### src/rtl/b64e_pkg.sv
// Shared types, codes and the character map of the Base64 stream encoder.
`timescale 1ns / 1ps
`default_nettype none
package b64e_pkg;

   localparam logic [1:0] OP_DATA   = 2'd0;
   localparam logic [1:0] OP_FINISH = 2'd1;
   localparam logic [1:0] OP_ABORT  = 2'd2;

   localparam logic [1:0] CSR_SYMBOL_62 = 2'd0;
   localparam logic [1:0] CSR_SYMBOL_63 = 2'd1;
   localparam logic [1:0] CSR_PAD_CHAR  = 2'd2;

   localparam logic [7:0] SYMBOL_62_RESET = 8'd43;
   localparam logic [7:0] SYMBOL_63_RESET = 8'd47;
   localparam logic [7:0] PAD_CHAR_RESET  = 8'd61;

   localparam int RUN_DEPTH = 3;

   // characters produced by one input word, entry 0 goes out first
   typedef struct packed {
      logic [RUN_DEPTH-1:0][7:0] chars;
      logic [1:0]                count;
      logic                      finish;
   } run_type;

   function automatic logic [7:0] b64e_to_char(input logic [5:0] v,
                                                input logic [7:0] s62,
                                                input logic [7:0] s63);
      logic [7:0] v8;
      v8 = {2'b00, v};
      if (v < 6'd26)      return 8'd65 + v8;
      else if (v < 6'd52) return 8'd71 + v8;
      else if (v < 6'd62) return v8 - 8'd4;
      else if (v == 6'd62) return s62;
      else                return s63;
   endfunction

endpackage
`default_nettype wire

### src/rtl/base64_stream_encoder_top.sv
// Top level of the streaming Base64 encoder.
// Usage:
//   req_ channel: one word per accepted item, req_operation selects data byte,
//   finish (flush leftover bits and pad) or abort (clear the group phase).
//   rsp_ channel: one character per word; rsp_last_of_run marks the last
//   character caused by an input word, rsp_message_end the last of a flush.
//   csr_ port: write-only symbol 62, symbol 63 and pad character registers;
//   write them only while the encoder is idle. A zero pad character turns
//   padding off.
// Path: the run buffer loads at the accepting edge, and the output register
//   loads from it whenever rsp_valid is low or rsp_ready is high.
// Throughput: one character per cycle on the result side while rsp_ready
//   is high, set by the single output register; a data byte yields one or
//   two characters, a finish up to three, an abort or an empty finish none;
//   three bytes yield four characters.
// Reset: phase and carry clear, registers return to '+', '/' and '='.
// Stall: while rsp_ready is low the output character holds; the run buffer
//   keeps the rest of the current word and req_ready drops until it drains.
`timescale 1ns / 1ps
`default_nettype none
module base64_stream_encoder_top (
   input  wire logic       clock,
   input  wire logic       reset,
   input  wire logic       req_valid,
   output logic            req_ready,
   input  wire logic [1:0] req_operation,
   input  wire logic [7:0] req_data_byte,
   output logic            rsp_valid,
   input  wire logic       rsp_ready,
   output logic [7:0]      rsp_out_char,
   output logic            rsp_last_of_run,
   output logic            rsp_message_end,
   input  wire logic       csr_write_en,
   input  wire logic [1:0] csr_index,
   input  wire logic [7:0] csr_wdata
);
   import b64e_pkg::*;

   run_type run;
   logic    accept;

   assign accept = req_valid && req_ready;

   b64e_encode u_encode (
      .clock        (clock),
      .reset        (reset),
      .accept       (accept),
      .operation    (req_operation),
      .data_byte    (req_data_byte),
      .csr_write_en (csr_write_en),
      .csr_index    (csr_index),
      .csr_wdata    (csr_wdata),
      .run          (run)
   );

   b64e_serial u_serial (
      .clock     (clock),
      .reset     (reset),
      .load      (accept && (run.count != 2'd0)),
      .run       (run),
      .take_ok   (req_ready),
      .out_valid (rsp_valid),
      .out_ready (rsp_ready),
      .out_char  (rsp_out_char),
      .out_last  (rsp_last_of_run),
      .out_end   (rsp_message_end)
   );

endmodule
`default_nettype wire

### src/rtl/b64e_encode.sv
// Phase tracking, symbol registers and character generation for one input word.
`timescale 1ns / 1ps
`default_nettype none
module b64e_encode (
   input  wire logic               clock,
   input  wire logic               reset,
   input  wire logic               accept,
   input  wire logic [1:0]         operation,
   input  wire logic [7:0]         data_byte,
   input  wire logic               csr_write_en,
   input  wire logic [1:0]         csr_index,
   input  wire logic [7:0]         csr_wdata,
   output b64e_pkg::run_type       run
);
   import b64e_pkg::*;

   logic [1:0] phase_ff, phase_in;
   logic [3:0] carry_ff, carry_in;
   logic [7:0] symbol_62_ff, symbol_63_ff, pad_char_ff;
   logic       pad_on;

   assign pad_on = (pad_char_ff != 8'd0);

   always_comb begin
      phase_in   = phase_ff;
      carry_in   = carry_ff;
      run        = '0;
      run.chars[1] = pad_char_ff;
      run.chars[2] = pad_char_ff;
      case (operation)
         OP_DATA: begin
            carry_in = data_byte[3:0];
            case (phase_ff)
               2'd1: begin
                  run.chars[0] = b64e_to_char({carry_ff[1:0], data_byte[7:4]},
                                              symbol_62_ff, symbol_63_ff);
                  run.count = 2'd1;
                  phase_in  = 2'd2;
               end
               2'd2: begin
                  run.chars[0] = b64e_to_char({carry_ff, data_byte[7:6]},
                                              symbol_62_ff, symbol_63_ff);
                  run.chars[1] = b64e_to_char(data_byte[5:0], symbol_62_ff, symbol_63_ff);
                  run.count = 2'd2;
                  phase_in  = 2'd0;
               end
               default: begin
                  run.chars[0] = b64e_to_char(data_byte[7:2], symbol_62_ff, symbol_63_ff);
                  run.count = 2'd1;
                  phase_in  = 2'd1;
               end
            endcase
         end
         OP_FINISH: begin
            run.finish = 1'b1;
            phase_in   = 2'd0;
            case (phase_ff)
               2'd1: begin
                  run.chars[0] = b64e_to_char({carry_ff[1:0], 4'b0000},
                                              symbol_62_ff, symbol_63_ff);
                  run.count = pad_on ? 2'd3 : 2'd1;
               end
               2'd2: begin
                  run.chars[0] = b64e_to_char({carry_ff, 2'b00},
                                              symbol_62_ff, symbol_63_ff);
                  run.count = pad_on ? 2'd2 : 2'd1;
               end
               default: begin
                  run.count = 2'd0;
               end
            endcase
         end
         OP_ABORT: begin
            phase_in = 2'd0;
         end
         default: begin
            phase_in = phase_ff;
         end
      endcase
   end

   always_ff @(posedge clock) begin
      if (reset) begin
         phase_ff <= 2'd0;
         carry_ff <= 4'd0;
      end else if (accept) begin
         phase_ff <= phase_in;
         carry_ff <= carry_in;
      end
   end

   always_ff @(posedge clock) begin
      if (reset) begin
         symbol_62_ff <= SYMBOL_62_RESET;
         symbol_63_ff <= SYMBOL_63_RESET;
         pad_char_ff  <= PAD_CHAR_RESET;
      end else if (csr_write_en) begin
         case (csr_index)
            CSR_SYMBOL_62: symbol_62_ff <= csr_wdata;
            CSR_SYMBOL_63: symbol_63_ff <= csr_wdata;
            CSR_PAD_CHAR:  pad_char_ff  <= csr_wdata;
            default: ;
         endcase
      end
   end

endmodule
`default_nettype wire

### src/rtl/b64e_serial.sv
// Run buffer and output register: a word's characters one per cycle unless stalled.
`timescale 1ns / 1ps
`default_nettype none
module b64e_serial (
   input  wire logic          clock,
   input  wire logic          reset,
   input  wire logic          load,
   input  b64e_pkg::run_type  run,
   output logic               take_ok,
   output logic               out_valid,
   input  wire logic          out_ready,
   output logic [7:0]         out_char,
   output logic               out_last,
   output logic               out_end
);
   import b64e_pkg::*;

   run_type    run_ff, run_in;
   logic       valid_ff, valid_in;
   logic [7:0] char_ff;
   logic       last_ff, end_ff;
   logic       pop;

   assign pop     = (run_ff.count != 2'd0) && (!valid_ff || out_ready);
   assign take_ok = (run_ff.count == 2'd0) || ((run_ff.count == 2'd1) && pop);

   always_comb begin
      run_in = run_ff;
      if (load) begin
         run_in = run;
      end else if (pop) begin
         run_in.chars[0] = run_ff.chars[1];
         run_in.chars[1] = run_ff.chars[2];
         run_in.count    = run_ff.count - 2'd1;
      end
      valid_in = pop || (valid_ff && !out_ready);
   end

   always_ff @(posedge clock) begin
      if (reset) begin
         run_ff.count <= 2'd0;
         valid_ff     <= 1'b0;
      end else begin
         run_ff.count <= run_in.count;
         valid_ff     <= valid_in;
      end
      run_ff.chars  <= run_in.chars;
      run_ff.finish <= run_in.finish;
      if (pop) begin
         char_ff <= run_ff.chars[0];
         last_ff <= (run_ff.count == 2'd1);
         end_ff  <= (run_ff.count == 2'd1) && run_ff.finish;
      end
   end

   assign out_valid = valid_ff;
   assign out_char  = char_ff;
   assign out_last  = last_ff;
   assign out_end   = end_ff;

endmodule
`default_nettype wire

### config.mk
export PLATFORM = sky130hd
export DESIGN_NAME = base64_stream_encoder_top
export DESIGN_NICKNAME = d
export VERILOG_FILES = /design/src/rtl/b64e_pkg.sv /design/src/rtl/base64_stream_encoder_top.sv /design/src/rtl/b64e_encode.sv /design/src/rtl/b64e_serial.sv
export SDC_FILE = /design/constraint.sdc
export NUM_CORES = 1
export LEC_CHECK = 0
export BUFFER_PORTS_ARGS = -buffer_cell sky130_fd_sc_hd__buf_2
export CAP_MARGIN = 10
export CORE_UTILIZATION = 60
export DETAILED_ROUTE_END_ITERATION = 16
export MAX_ROUTING_LAYER = met4
export PLACE_DENSITY_LB_ADDON = 0.05
export SLEW_MARGIN = 20
export SYNTH_ARGS = -nofsm -noshare
export SYNTH_HDL_FRONTEND = slang
export SYNTH_SLANG_ARGS = --single-unit
### constraint.sdc
create_clock -name clock -period 4.21 [get_ports clock]
set_input_delay 0.421 -clock clock [delete_from_list [all_inputs] [get_ports clock]]
set_output_delay 0.421 -clock clock [all_outputs]
set_load 0.02 [all_outputs]
=== Word-level counts from Yosys, hierarchy flattened ===
Cells that the tools add are included.
Widths: inputs -> output; s select.

* Add/sub/neg operators: 19
* $mul: 0
* Divide/modulo/power cells: 0
* Order comparisons: 18
* Eq/ne operators: 11
* Shifts and indexed selects: 0
* Multiplexer cells: 35
* Bitwise operators: 0
* Reductions and logical operators: 25

{| class="wikitable"
|+ Operator list
! cell !! number
|-
| $mux 8 || 24
|-
| $add 7x6->8 const A || 12
|-
| $lt 6x6->1 const B || 12
|-
| $sub 6x3->7 const B || 6
|-
| $pmux 10 s2 || 2
|-
| $lt 6x5->1 const B || 6
|-
| $mux 18 || 2
|-
| $eq 6x6->1 const B || 4
|-
| $pmux 8 s2 || 1
|-
| $pmux 2 s2 || 3
|-
| $reduce_and 2->1 || 5
|-
| $eq 2x1->1 const B || 4
|-
| $reduce_bool 2->1 || 4
|-
| $reduce_bool 8->1 || 1
|-
| $eq 2x2->1 const B || 3
|-
| $logic_and 1x1->1 || 6
|-
| $logic_not 2->1 || 3
|-
| $mux 2 || 2
|-
| $logic_or 1x1->1 || 3
|-
| $logic_not 1->1 || 2
|-
| $reduce_or 2->1 || 1
|-
| $sub 2x1->2 const B || 1
|-
| $mux 1 || 1
|}

* Register bits: 68
* Latch bits: 0
* Memory bits (writable): 0
* Memory bits (read-only): 0
* Input port bits: 25
* Output and inout port bits: 12
* Logic and storage cells: 122
* Memories kept: 0

=== Longest topological paths before layout ===
Gate-level depths: netlist of run 1.

* Word-level depth: 10
* Mapped depth: 10
* Depth with buffers taken out: 9

=== By module ===
From an unflattened synthesis of run 1, not the netlist that was laid out.

* Cell total of the unflattened synthesis: 692
* Area, all modules: 5774.3 sq um

{| class="wikitable"
|+ By module, submodules not included
! module !! instances !! cells each !! area each (sq um) !! seq. area each (sq um)
|-
| b64e_encode || 1 || 612 || 4316.6 || 600.6
|-
| b64e_serial || 1 || 78 || 1441.4 || 1111.1
|-
| base64_stream_encoder_top || 1 || 2 || 16.3 || 0.0
|}

=== Worst setup path before layout of run 1 ===
Ideal clock, no wire load.

* Kind: reg-to-reg
* Start: reg u_encode.phase_ff[0]
* End: reg u_serial.run_ff[10] (netlist bit), enable pin
* Setup time: 0.464 ns
* Arrival: 2.140 ns
* Required time: 3.746 ns
* Setup slack: 1.605 ns
* Cell stages (with the launch flop): 9
* Buffers on the path: 2
* Clock period less this slack: 2.605 ns
* Cell sequence: dfxtp_1 inv_1 ha_1 and3b_1 buf_2 a21o_1 o21ai_4 buf_2 o21ai_0

* Word-level cells in the longest chain between the ends: 6
* Elaborated cells between the ends (all ways): 8
* Classes of those cells: eq/ne: 2; mux: 3; reduce/logical: 3

{| class="wikitable"
|+ Ends and longest elaborated chain
! what !! line !! RTL
|-
| start, declared || b64e_encode.sv:17 || <nowiki>logic [1:0] phase_ff, phase_in;</nowiki>
|-
| start signal, assigned || b64e_encode.sv:87 || <nowiki>phase_ff <= phase_in;</nowiki>
|-
| $eq 2x2->1 / $eq 2x1->1 (equally long branches) || -- ||
|-
| $pmux 2 s2 / $pmux 10 s2 (equally long branches) || b64e_encode.sv:57, b64e_encode.sv:33 ||
|-
| $pmux 10 s2 * || b64e_encode.sv:30 || <nowiki>case (operation)</nowiki>
|-
| $reduce_bool 2->1 * || base64_stream_encoder_top.sv:59 || <nowiki>.load (accept && (run.count != 2'd0)),</nowiki>
|-
| $logic_and 1x1->1 * || base64_stream_encoder_top.sv:59 ||
|-
| $reduce_bool 2->1 (no line) * || -- ||
|-
| end, declared || b64e_serial.sv:18 || <nowiki>run_type run_ff, run_in;</nowiki>
|}

Every way passes the cells marked *; elsewhere a longest branch is shown, timed or not.
A chain may end at the register's enable or synchronous reset.

==> results.toml, run 1 <==
[outcome]
status = "complete, no violations"

[clocking]
cts_tree = "yes"
clk_pin_slew_worst_paths_ns = 0.08
cts_setup_buffers = 0
post_cts_resized = 0
cts.path.max_buffers = 2
cts_hold_buf = 0
cts_buffers = 9
htreeDepth = 3
cts_sinks = 68
ctsRootBufferMaster = "clkbuf_8"
insertion_delay_ns = 0.35

[yosys]
ys_types = 71
yosysSeqAreaShare = 0.327
synth_nets = 681
synth_warnings = 0
synthCells = 630
synth_edf_count = 35
synth_area_um2 = 5230
ys_seq_elements = 68
synth.avg_cell_area_um2 = 8.30
synthArstFlopShare = 0
ys.flop_type = "edfxtp_1"

[placed_design]
dp_hpwl_um = 11700
dp_slack_ns = 1.10
io_buffer_count = 36
place_inst = 737
place.gp.congestion = 1.03

[critical_path]
critPathTopFamily = "compound AO/OA/AOI/OAI gates"
critPathBufInv = 3
critical_path_arrival_ns = 3.19
cp-start-kind = "flop"
cp_slowest_stage_delay_ns = 0.46
path_cells = "inv_1 > ha_1 > buf_4 > and3b_1 > a21o_1 > o21ai_4 > inv_2 > and3_1 > a21oi_1 > o41ai_1"
critPathMaxFanout = 26
critPathCaptureType = "flop"
critical_path_class = "flop to flop"
crit_required_ns = 4.28
slowest_stage = "o21ai_4"

[timing]
slew_viol_final = 0
finalHoldViolCount = 0
max-slew-margin-rel = 0.300
finalCriticalPeriod_ns = 3.11
fin_tns_setup_ns = 0
rsz0062_at_grt = "false"
fin_skew_ns = 0.00967
setup_violations = 0
period_share = 0.740
tightest_slew_ns = 1.05
max_freq_mhz = 321
setup_slack_ns = 1.10

[final_layout]
drive_gt1_frac = 0.123
areaGrowthSynthToFinish_pct = 7.42
final_common_cell = "nand2_1"
final_cell_mix = "nand2_1, nor2_1, a21oi_1"
antenna_cells = 0
fin_cells = 753
finalNetCount = 694

[grt]
grt_pass1_vias = 4691
grt_first_pass_wirelength_um = 25000
grt_overflow_total = 0
grt_max_degree = 34
grt_usage = 0.375
antenna_found_initial = 0

[routing]
dr.pass1.iters = 5
drt_iter0_drc = 434
post_drt_via_cell_ratio = 6.81
route.detailed.drc = 0
postRouteAntennaNets = 0
vias = 5131
wl_per_cell_um = 20.9
wirelength_um = 15700

[floorplan]
ioPinCount = 37
coreArea_um2 = 8340
die_w_um = 95.4
die_h_um = 95.4
die_area_um2 = 9090
fp-row-count = 33
initial_core_util = 0.627

[power_and_ir_drop]
ir_worst_vdd_v = 0.000264
power_leakage_nw = 2.12
power_density_nw_per_um2 = 422

[hold_path]
min_path_type = "primary input to flop"

[run]
drv_cap = 0
## metal layers
| layer | GRT usage | part of all wire | vias to the layer above |
|---|---|---|---|
| li1 | - | - | 2363 |
| met1 | 0.489 | 0.42 | 2384 |
| met2 | 0.576 | 0.46 | 316 |
| met3 | 0.0582 | 0.083 | 68 |
| met4 | 0.158 | 0.043 | 0 |
| met5 | - | 0 | - |
## logic make-up after synthesis
group | Yosys count | share of synthesized area
and+or+nand+nor | 233 | 0.216
AOI/OAI and AO/OA | 193 | 0.252
DFF | 68 | 0.327
buffers and inverters | 63 | 0.0538
muxes | 34 | 0.0670
adders and majority gates | 26 | 0.0622
xor gates and xnor gates | 13 | 0.0218
## registers in the layout, summed over array words and instances (netlist names)
register               cells
u_encode.carry_ff          4
u_encode.pad_char_ff       8
u_encode.phase_ff          2
u_encode.symbol_62_ff      8
u_encode.symbol_63_ff      8
u_serial.out_char          8
u_serial.out_end           1
u_serial.out_last          1
u_serial.out_valid         1
u_serial.run_ff           27
## per-stage QoR
step	power [W]	utilization	area [µm²]	hold WS [ns]
floorplan	0.00152	-	5230	0.400
CTS	0.00236	0.673	5620	0.326
detailed placement	0.00176	0.647	5390	0.408
global placement	0.00173	0.647	5390	0.402
finish	0.00237	0.673	5620	0.331
global route	0.00249	0.673	5620	0.344
## worst reg2reg max path, stage by stage, from the launching register on
cell,delay [ns]
dfxtp_1,0.37
inv_1,0.07
ha_1,0.28
buf_4,0.26
and3b_1,0.31
a21o_1,0.22
o21ai_4,0.46
inv_2,0.34
and3_1,0.27
a21oi_1,0.16
o41ai_1,0.11
## where the power goes
group	internal [W]	switching [W]	leakage (nW)
clock	0.000337	0.000277	0.110
sequential	0.000930	0.0000695	0.596
combinational	0.000253	0.000505	1.41
total	0.00152	0.000851	2.12
## worst paths after layout
kind / from / end / slack [ns] / depth (start not counted)
setup / recovery: u_encode.phase_ff[0]$_SDFFE_PP0P_ / u_serial.run_ff[14]$_DFFE_PP_ / 1.10 / 10
hold / removal: csr_wdata[3] / u_encode.symbol_62_ff[3]$_SDFFE_PP1P_ / 0.33 / 2
setup reg to reg: u_encode.phase_ff[0]$_SDFFE_PP0P_ / u_serial.run_ff[14]$_DFFE_PP_ / 1.10 / 10
hold reg to reg: u_serial.run_ff[10]$_DFFE_PP_ / u_serial.out_char[7]$_DFFE_PP_ / 0.43 / 0
## cell usage after synthesis, types with 10 or more instances
library cell | number | area (µm²)
nand3b_1 | 15 | 113
a31oi_1 | 16 | 100
nor2b_1 | 15 | 93.8
nor2_1 | 47 | 176
xnor2_1 | 11 | 96.3
clkbuf_1 | 14 | 52.6
o211ai_1 | 14 | 105
dfxtp_1 | 33 | 661
a21oi_1 | 43 | 215
nand2_1 | 89 | 334
nand3_1 | 17 | 85.1
nor3_1 | 10 | 50.1
edfxtp_1 | 35 | 1050
buf_2 | 21 | 105
o21ai_0 | 39 | 195
nand2b_1 | 10 | 62.6
ha_1 | 26 | 325
inv_1 | 20 | 75.1
mux2i_1 | 26 | 260
## final cells by class
cell class	count	area, µm²
tap	105	131
multi-input combinational	499	3240
inverter	22	82.6
timing repair buffer	43	233
fill	723	2720
clock buffer	9	124
sequential	68	1710
clock inverter	7	98.8
Note: power is estimated with default switching activity, not from simulation.
==> run 2, diff against run 1 <==
- clock period: 4.21 -> 3.05 ns (I/O delays scaled with it)
==> results.toml, run 2 (synthesis results as in run 1) <==
[outcome]
status = "complete, no violations"

[power_and_ir_drop]
ir_worst_vdd_v = 0.000296
power_density_nw_per_um2 = 559
power_leakage_nw = 2.21

[timing]
rsz0062_at_grt = "false"
period_share = 0.955
slew_viol_final = 0
fin_skew_ns = 0.0170
fin_tns_setup_ns = 0
finalCriticalPeriod_ns = 2.91
max-slew-margin-rel = 0.558
tightest_slew_ns = 0.661
whs_ns = 0.205
max_freq_mhz = 343
finalHoldViolCount = 0
setup_violations = 0

[clocking]
post_cts_resized = 0
ctsRootBufferMaster = "clkbuf_8"
cts_setup_buffers = 0
htreeDepth = 3
insertion_delay_ns = 0.35
cts_hold_buf = 0
cts_buffers = 9
clk_pin_slew_worst_paths_ns = 0.09
cts_tree = "yes"
cts.path.max_buffers = 2
cts_sinks = 68

[critical_path]
cp-start-kind = "flop"
critical_path_class = "flop to flop"
critPathMaxFanout = 9
critPathCaptureType = "flop"
crit_required_ns = 3.14
reg2regPathDepth = 7
critical_path_arrival_ns = 3.01

[floorplan]
ioPinCount = 37
fp-row-count = 33
die_area_um2 = 9090
die_w_um = 95.4
die_h_um = 95.4
coreArea_um2 = 8340
initial_core_util = 0.627

[routing]
wl_per_cell_um = 21.7
drt_iter0_drc = 514
post_drt_via_cell_ratio = 6.92
postRouteAntennaNets = 0
route.detailed.drc = 0
dr.pass1.iters = 7
vias = 5356
wirelength_um = 16800

[grt]
antenna_found_initial = 0
grt_pass1_vias = 4910
grt_overflow_total = 0
grt_first_pass_wirelength_um = 26200
grt_usage = 0.398
grt_max_degree = 34

[final_layout]
antenna_cells = 0
areaGrowthSynthToFinish_pct = 9.76
drive_gt1_frac = 0.149
largest_register_ffs = 27
design_area_um2 = 5740
final_cell_mix = "nand2_1, nor2_1, a21oi_1"
finalNetCount = 715
regMostFlops = "u_serial.run_ff"
seq_area_um2 = 1710
multi_input_area_um2 = 3240
final_common_cell = "nand2_1"
n_fill_cell = 665

[placed_design]
place.gp.congestion = 1.05
placed_area_um2 = 5550
dp_hpwl_um = 12700
io_buffer_count = 36

[hold_path]
min_path_cells = 2
min_path_type = "primary input to flop"

[run]
drv_cap = 0
==> run 2: layout make-up <==
class	instances	area share
inverter	22	0.0144
tap	105	0.0229
clock buffer	11	0.0266
sequential	68	0.298
multi-input combinational	499	0.564
clock inverter	5	0.00610
timing repair buffer	64	0.0680
==> run 2: path summary, 6_finish.rpt <==
| check | start | end | slack (ns) |
|---|---|---|---|
| worst min-delay path | csr_wdata[1] | u_encode.symbol_62_ff[1]$_SDFFE_PP1P_ | 0.20 |
| worst min register to register | u_serial.run_ff[7]$_DFFE_PP_ | u_serial.out_char[4]$_DFFE_PP_ | 0.42 |
| worst max-delay path | u_encode.carry_ff[1]$_SDFFE_PP0P_ | u_serial.run_ff[4]$_DFFE_PP_ | 0.14 |
| worst max register to register | u_encode.carry_ff[1]$_SDFFE_PP0P_ | u_serial.run_ff[4]$_DFFE_PP_ | 0.14 |
==> run 2: per-layer routing <==
metal  part of all wire  GRT usage
met5                  0          -
met4              0.063      0.225
met3              0.095     0.0670
met2               0.46      0.614
met1               0.38      0.493
==> run 2: power by group <==
group | internal (W) | switching, W | total (W)
Combinational | 0.000384 | 0.000721 | 0.00110
Sequential | 0.00128 | 0.000111 | 0.00139
Clock | 0.000345 | 0.000367 | 0.000712
Total | 0.00201 | 0.00120 | 0.00321
==> run 2: critical path, stage by stage, from the launching register on <==
cell      delay, ns
dfxtp_1        0.53
ha_1           0.55
buf_4          0.27
nand3_1        0.13
o211ai_1       0.33
o311ai_0       0.19
a221oi_1       0.55
o21ai_1        0.11
==> run 2: per-stage QoR <==
stage          instances   util  total power [W]  setup slack [ns]
5_1_grt              774  0.688          0.00336            0.0526
3_3_place_gp         758  0.666          0.00246             0.245
4_1_cts              774  0.688          0.00319             0.264
3_5_place_dp         758  0.666          0.00249             0.251
6_report             774  0.688          0.00321             0.136
2_1_floorplan        630      -          0.00209             0.445
==> run 3, diff against run 2 <==
- ABC_AREA: default -> 1
- PLACE_DENSITY_LB_ADDON: 0.05 -> 0.3
==> results.toml, run 3 <==
[yosys]
synthCells = 793
synth-adder-area-share = 0.0608
synthArstFlopShare = 0
synth_compound_area_frac = 0.178
synth_area_um2 = 5350
synth-simple-area-share = 0.319
synthMuxAreaShare = 0.00187
synth_edf_count = 35
ys_types = 43
ys_seq_elements = 68
yosys-top-cells-area = "edfxtp_1, nand2_1, dfxtp_1"
synth_common_cells = "nand2_1, inv_1, nand3_1, a21oi_1, o21ai_0"
yosys.area.top_type = "edfxtp_1"
yosysSeqAreaShare = 0.320
yosysMostFrequentCell = "nand2_1"
post_synth_xor_area_fraction = 0.0180
synth_warnings = 0
ys.flop_type = "edfxtp_1"
synth_nets = 844
synth_top_area_frac = 0.196
synth.avg_cell_area_um2 = 6.75
synth_top_family_by_area = "simple AND/OR/NAND/NOR gates"

[floorplan]
coreArea_um2 = 8680
initial_core_util = 0.617
die_h_um = 96.4
die_w_um = 96.4
fp-row-count = 34
die_area_um2 = 9300
ioPinCount = 37

[power_and_ir_drop]
power_w = 0.00342
power_leakage_nw = 2.69
ir_worst_vdd_v = 0.000332
power_density_nw_per_um2 = 591

[timing]
setup_violations = 0
fin_skew_ns = 0.0136
tightest_slew_ns = 0.771
max_freq_mhz = 352
slew_viol_final = 0
max-slew-margin-rel = 0.483
period_share = 0.930
finalCriticalPeriod_ns = 2.84
fin_tns_setup_ns = 0
rsz0062_at_grt = "false"
finalHoldViolCount = 0

[clocking]
cts.path.max_buffers = 2
insertion_delay_ns = 0.36
htreeDepth = 3
post_cts_resized = 0
clk_pin_slew_worst_paths_ns = 0.08
cts_sinks = 68
cts_buffers = 9
ctsRootBufferMaster = "clkbuf_8"
cts_hold_buf = 0
cts_tree = "yes"
cts_setup_buffers = 0

[routing]
post_drt_via_cell_ratio = 6.02
dr.pass1.iters = 11
wirelength_um = 17000
drt_iter0_drc = 506
wl_per_cell_um = 18.1
postRouteAntennaNets = 0
vias = 5647
route.detailed.drc = 1

[final_layout]
multi_input_area_um2 = 3090
antenna_cells = 0
finalNetCount = 876
areaGrowthSynthToFinish_pct = 8.25
final_cell_mix = "nand2_1, inv_1, nand3_1"
drive_gt1_frac = 0.135
regMostFlops = "u_serial.run_ff"
finish.utilization = 0.668
seq_area_um2 = 1710
largest_register_ffs = 27
n_fill_cell = 779
final_common_cell = "nand2_1"

[hold_path]
min_path_type = "primary input to flop"

[grt]
grt_usage = 0.390
grt_pass1_vias = 5119
antenna_found_initial = 0
grt_first_pass_wirelength_um = 26200
grt_overflow_total = 0
grt_max_degree = 29

[placed_design]
io_buffer_count = 36
place.gp.congestion = 1.10
dp_hpwl_um = 13000

[outcome]
status = "complete, but fails checks"
violations = "design-rule violations"

[critical_path]
critical_path_class = "flop to flop"
crit_required_ns = 3.21
cp-start-kind = "flop"
critPathCaptureType = "flop"
critPathMaxFanout = 23
critical_path_arrival_ns = 2.99

[run]
drv_cap = 0
## run 3: cell count changes after synthesis, sizes merged, moves of 19 or more
cell / before / now
a21oi: 45 / 74
inv: 21 / 93
mux2i: 26 / 1
nand2: 89 / 230
nand3: 17 / 80
nor2: 47 / 66
o21ai: 46 / 72
## run 3: path summary, 6_finish.rpt
check                                    start                               endpoint  slack [ns]  cells after the start
max          u_encode.phase_ff[0]$_SDFFE_PP0P_          u_serial.run_ff[16]$_DFFE_PP_        0.21                     14
min                               csr_wdata[5]  u_encode.symbol_63_ff[5]$_SDFFE_PP1P_        0.18                      3
max reg2reg  u_encode.phase_ff[0]$_SDFFE_PP0P_          u_serial.run_ff[16]$_DFFE_PP_        0.21                     14
min reg2reg       u_serial.run_ff[8]$_DFFE_PP_         u_serial.out_char[5]$_DFFE_PP_        0.42                      0
## run 3: cells by family (layout without fill, tap and decap cells)
kind of cell | Yosys count | count (layout)
muxes | 1 | 1
AOI/OAI and AO/OA | 173 | 173
buffers and inverters | 125 | 162
adders and majority gates | 26 | 26
and+or+nand+nor | 389 | 389
xor gates and xnor gates | 11 | 11
DFF | 68 | 68
## run 3: layer usage
layer	GRT usage	wire (µm)	vias to the layer above
li1	-	-	2678
met1	0.475	6590	2527
met2	0.619	7840	380
met3	0.0884	1890	62
met4	0.173	673	0
met5	-	0	-
## run 3: metrics by stage
stage	instance area [µm²]	cells	setup slack, ns	hold slack (ns)
after floorplan	5350	793	0.726	0.374
after global placement	5580	922	0.380	0.403
after detailed placement	5580	922	0.276	0.407
after CTS	5790	938	0.257	0.183
after global routing	5790	938	0.00286	0.186
final	5790	938	0.213	0.182
## run 3: critical path, stage by stage (launching register included)
cell and delay, ns:
dfxtp_1 0.35, inv_1 0.08, ha_1 0.45, inv_2 0.28, nand2_4 0.11, nor2_4 0.13
inv_2 0.06, o21ai_1 0.07, nand3_1 0.15, nand2_4 0.12, nor2_4 0.04, buf_4 0.22
inv_4 0.23, nand2_1 0.08, o21ai_0 0.25
## run 3: power by group
part | internal (W) | switching (W)
sequential | 0.00129 | 0.000101
combinational | 0.000361 | 0.000861
clock | 0.000431 | 0.000376
## run 3: cell type report
class                      count  area share
multi-input combinational    600       0.534
sequential                    68       0.295
inverter                      99      0.0646
timing repair buffer          47      0.0454
clock buffer                  10      0.0257
tap                          108      0.0233
clock inverter                 6      0.0119
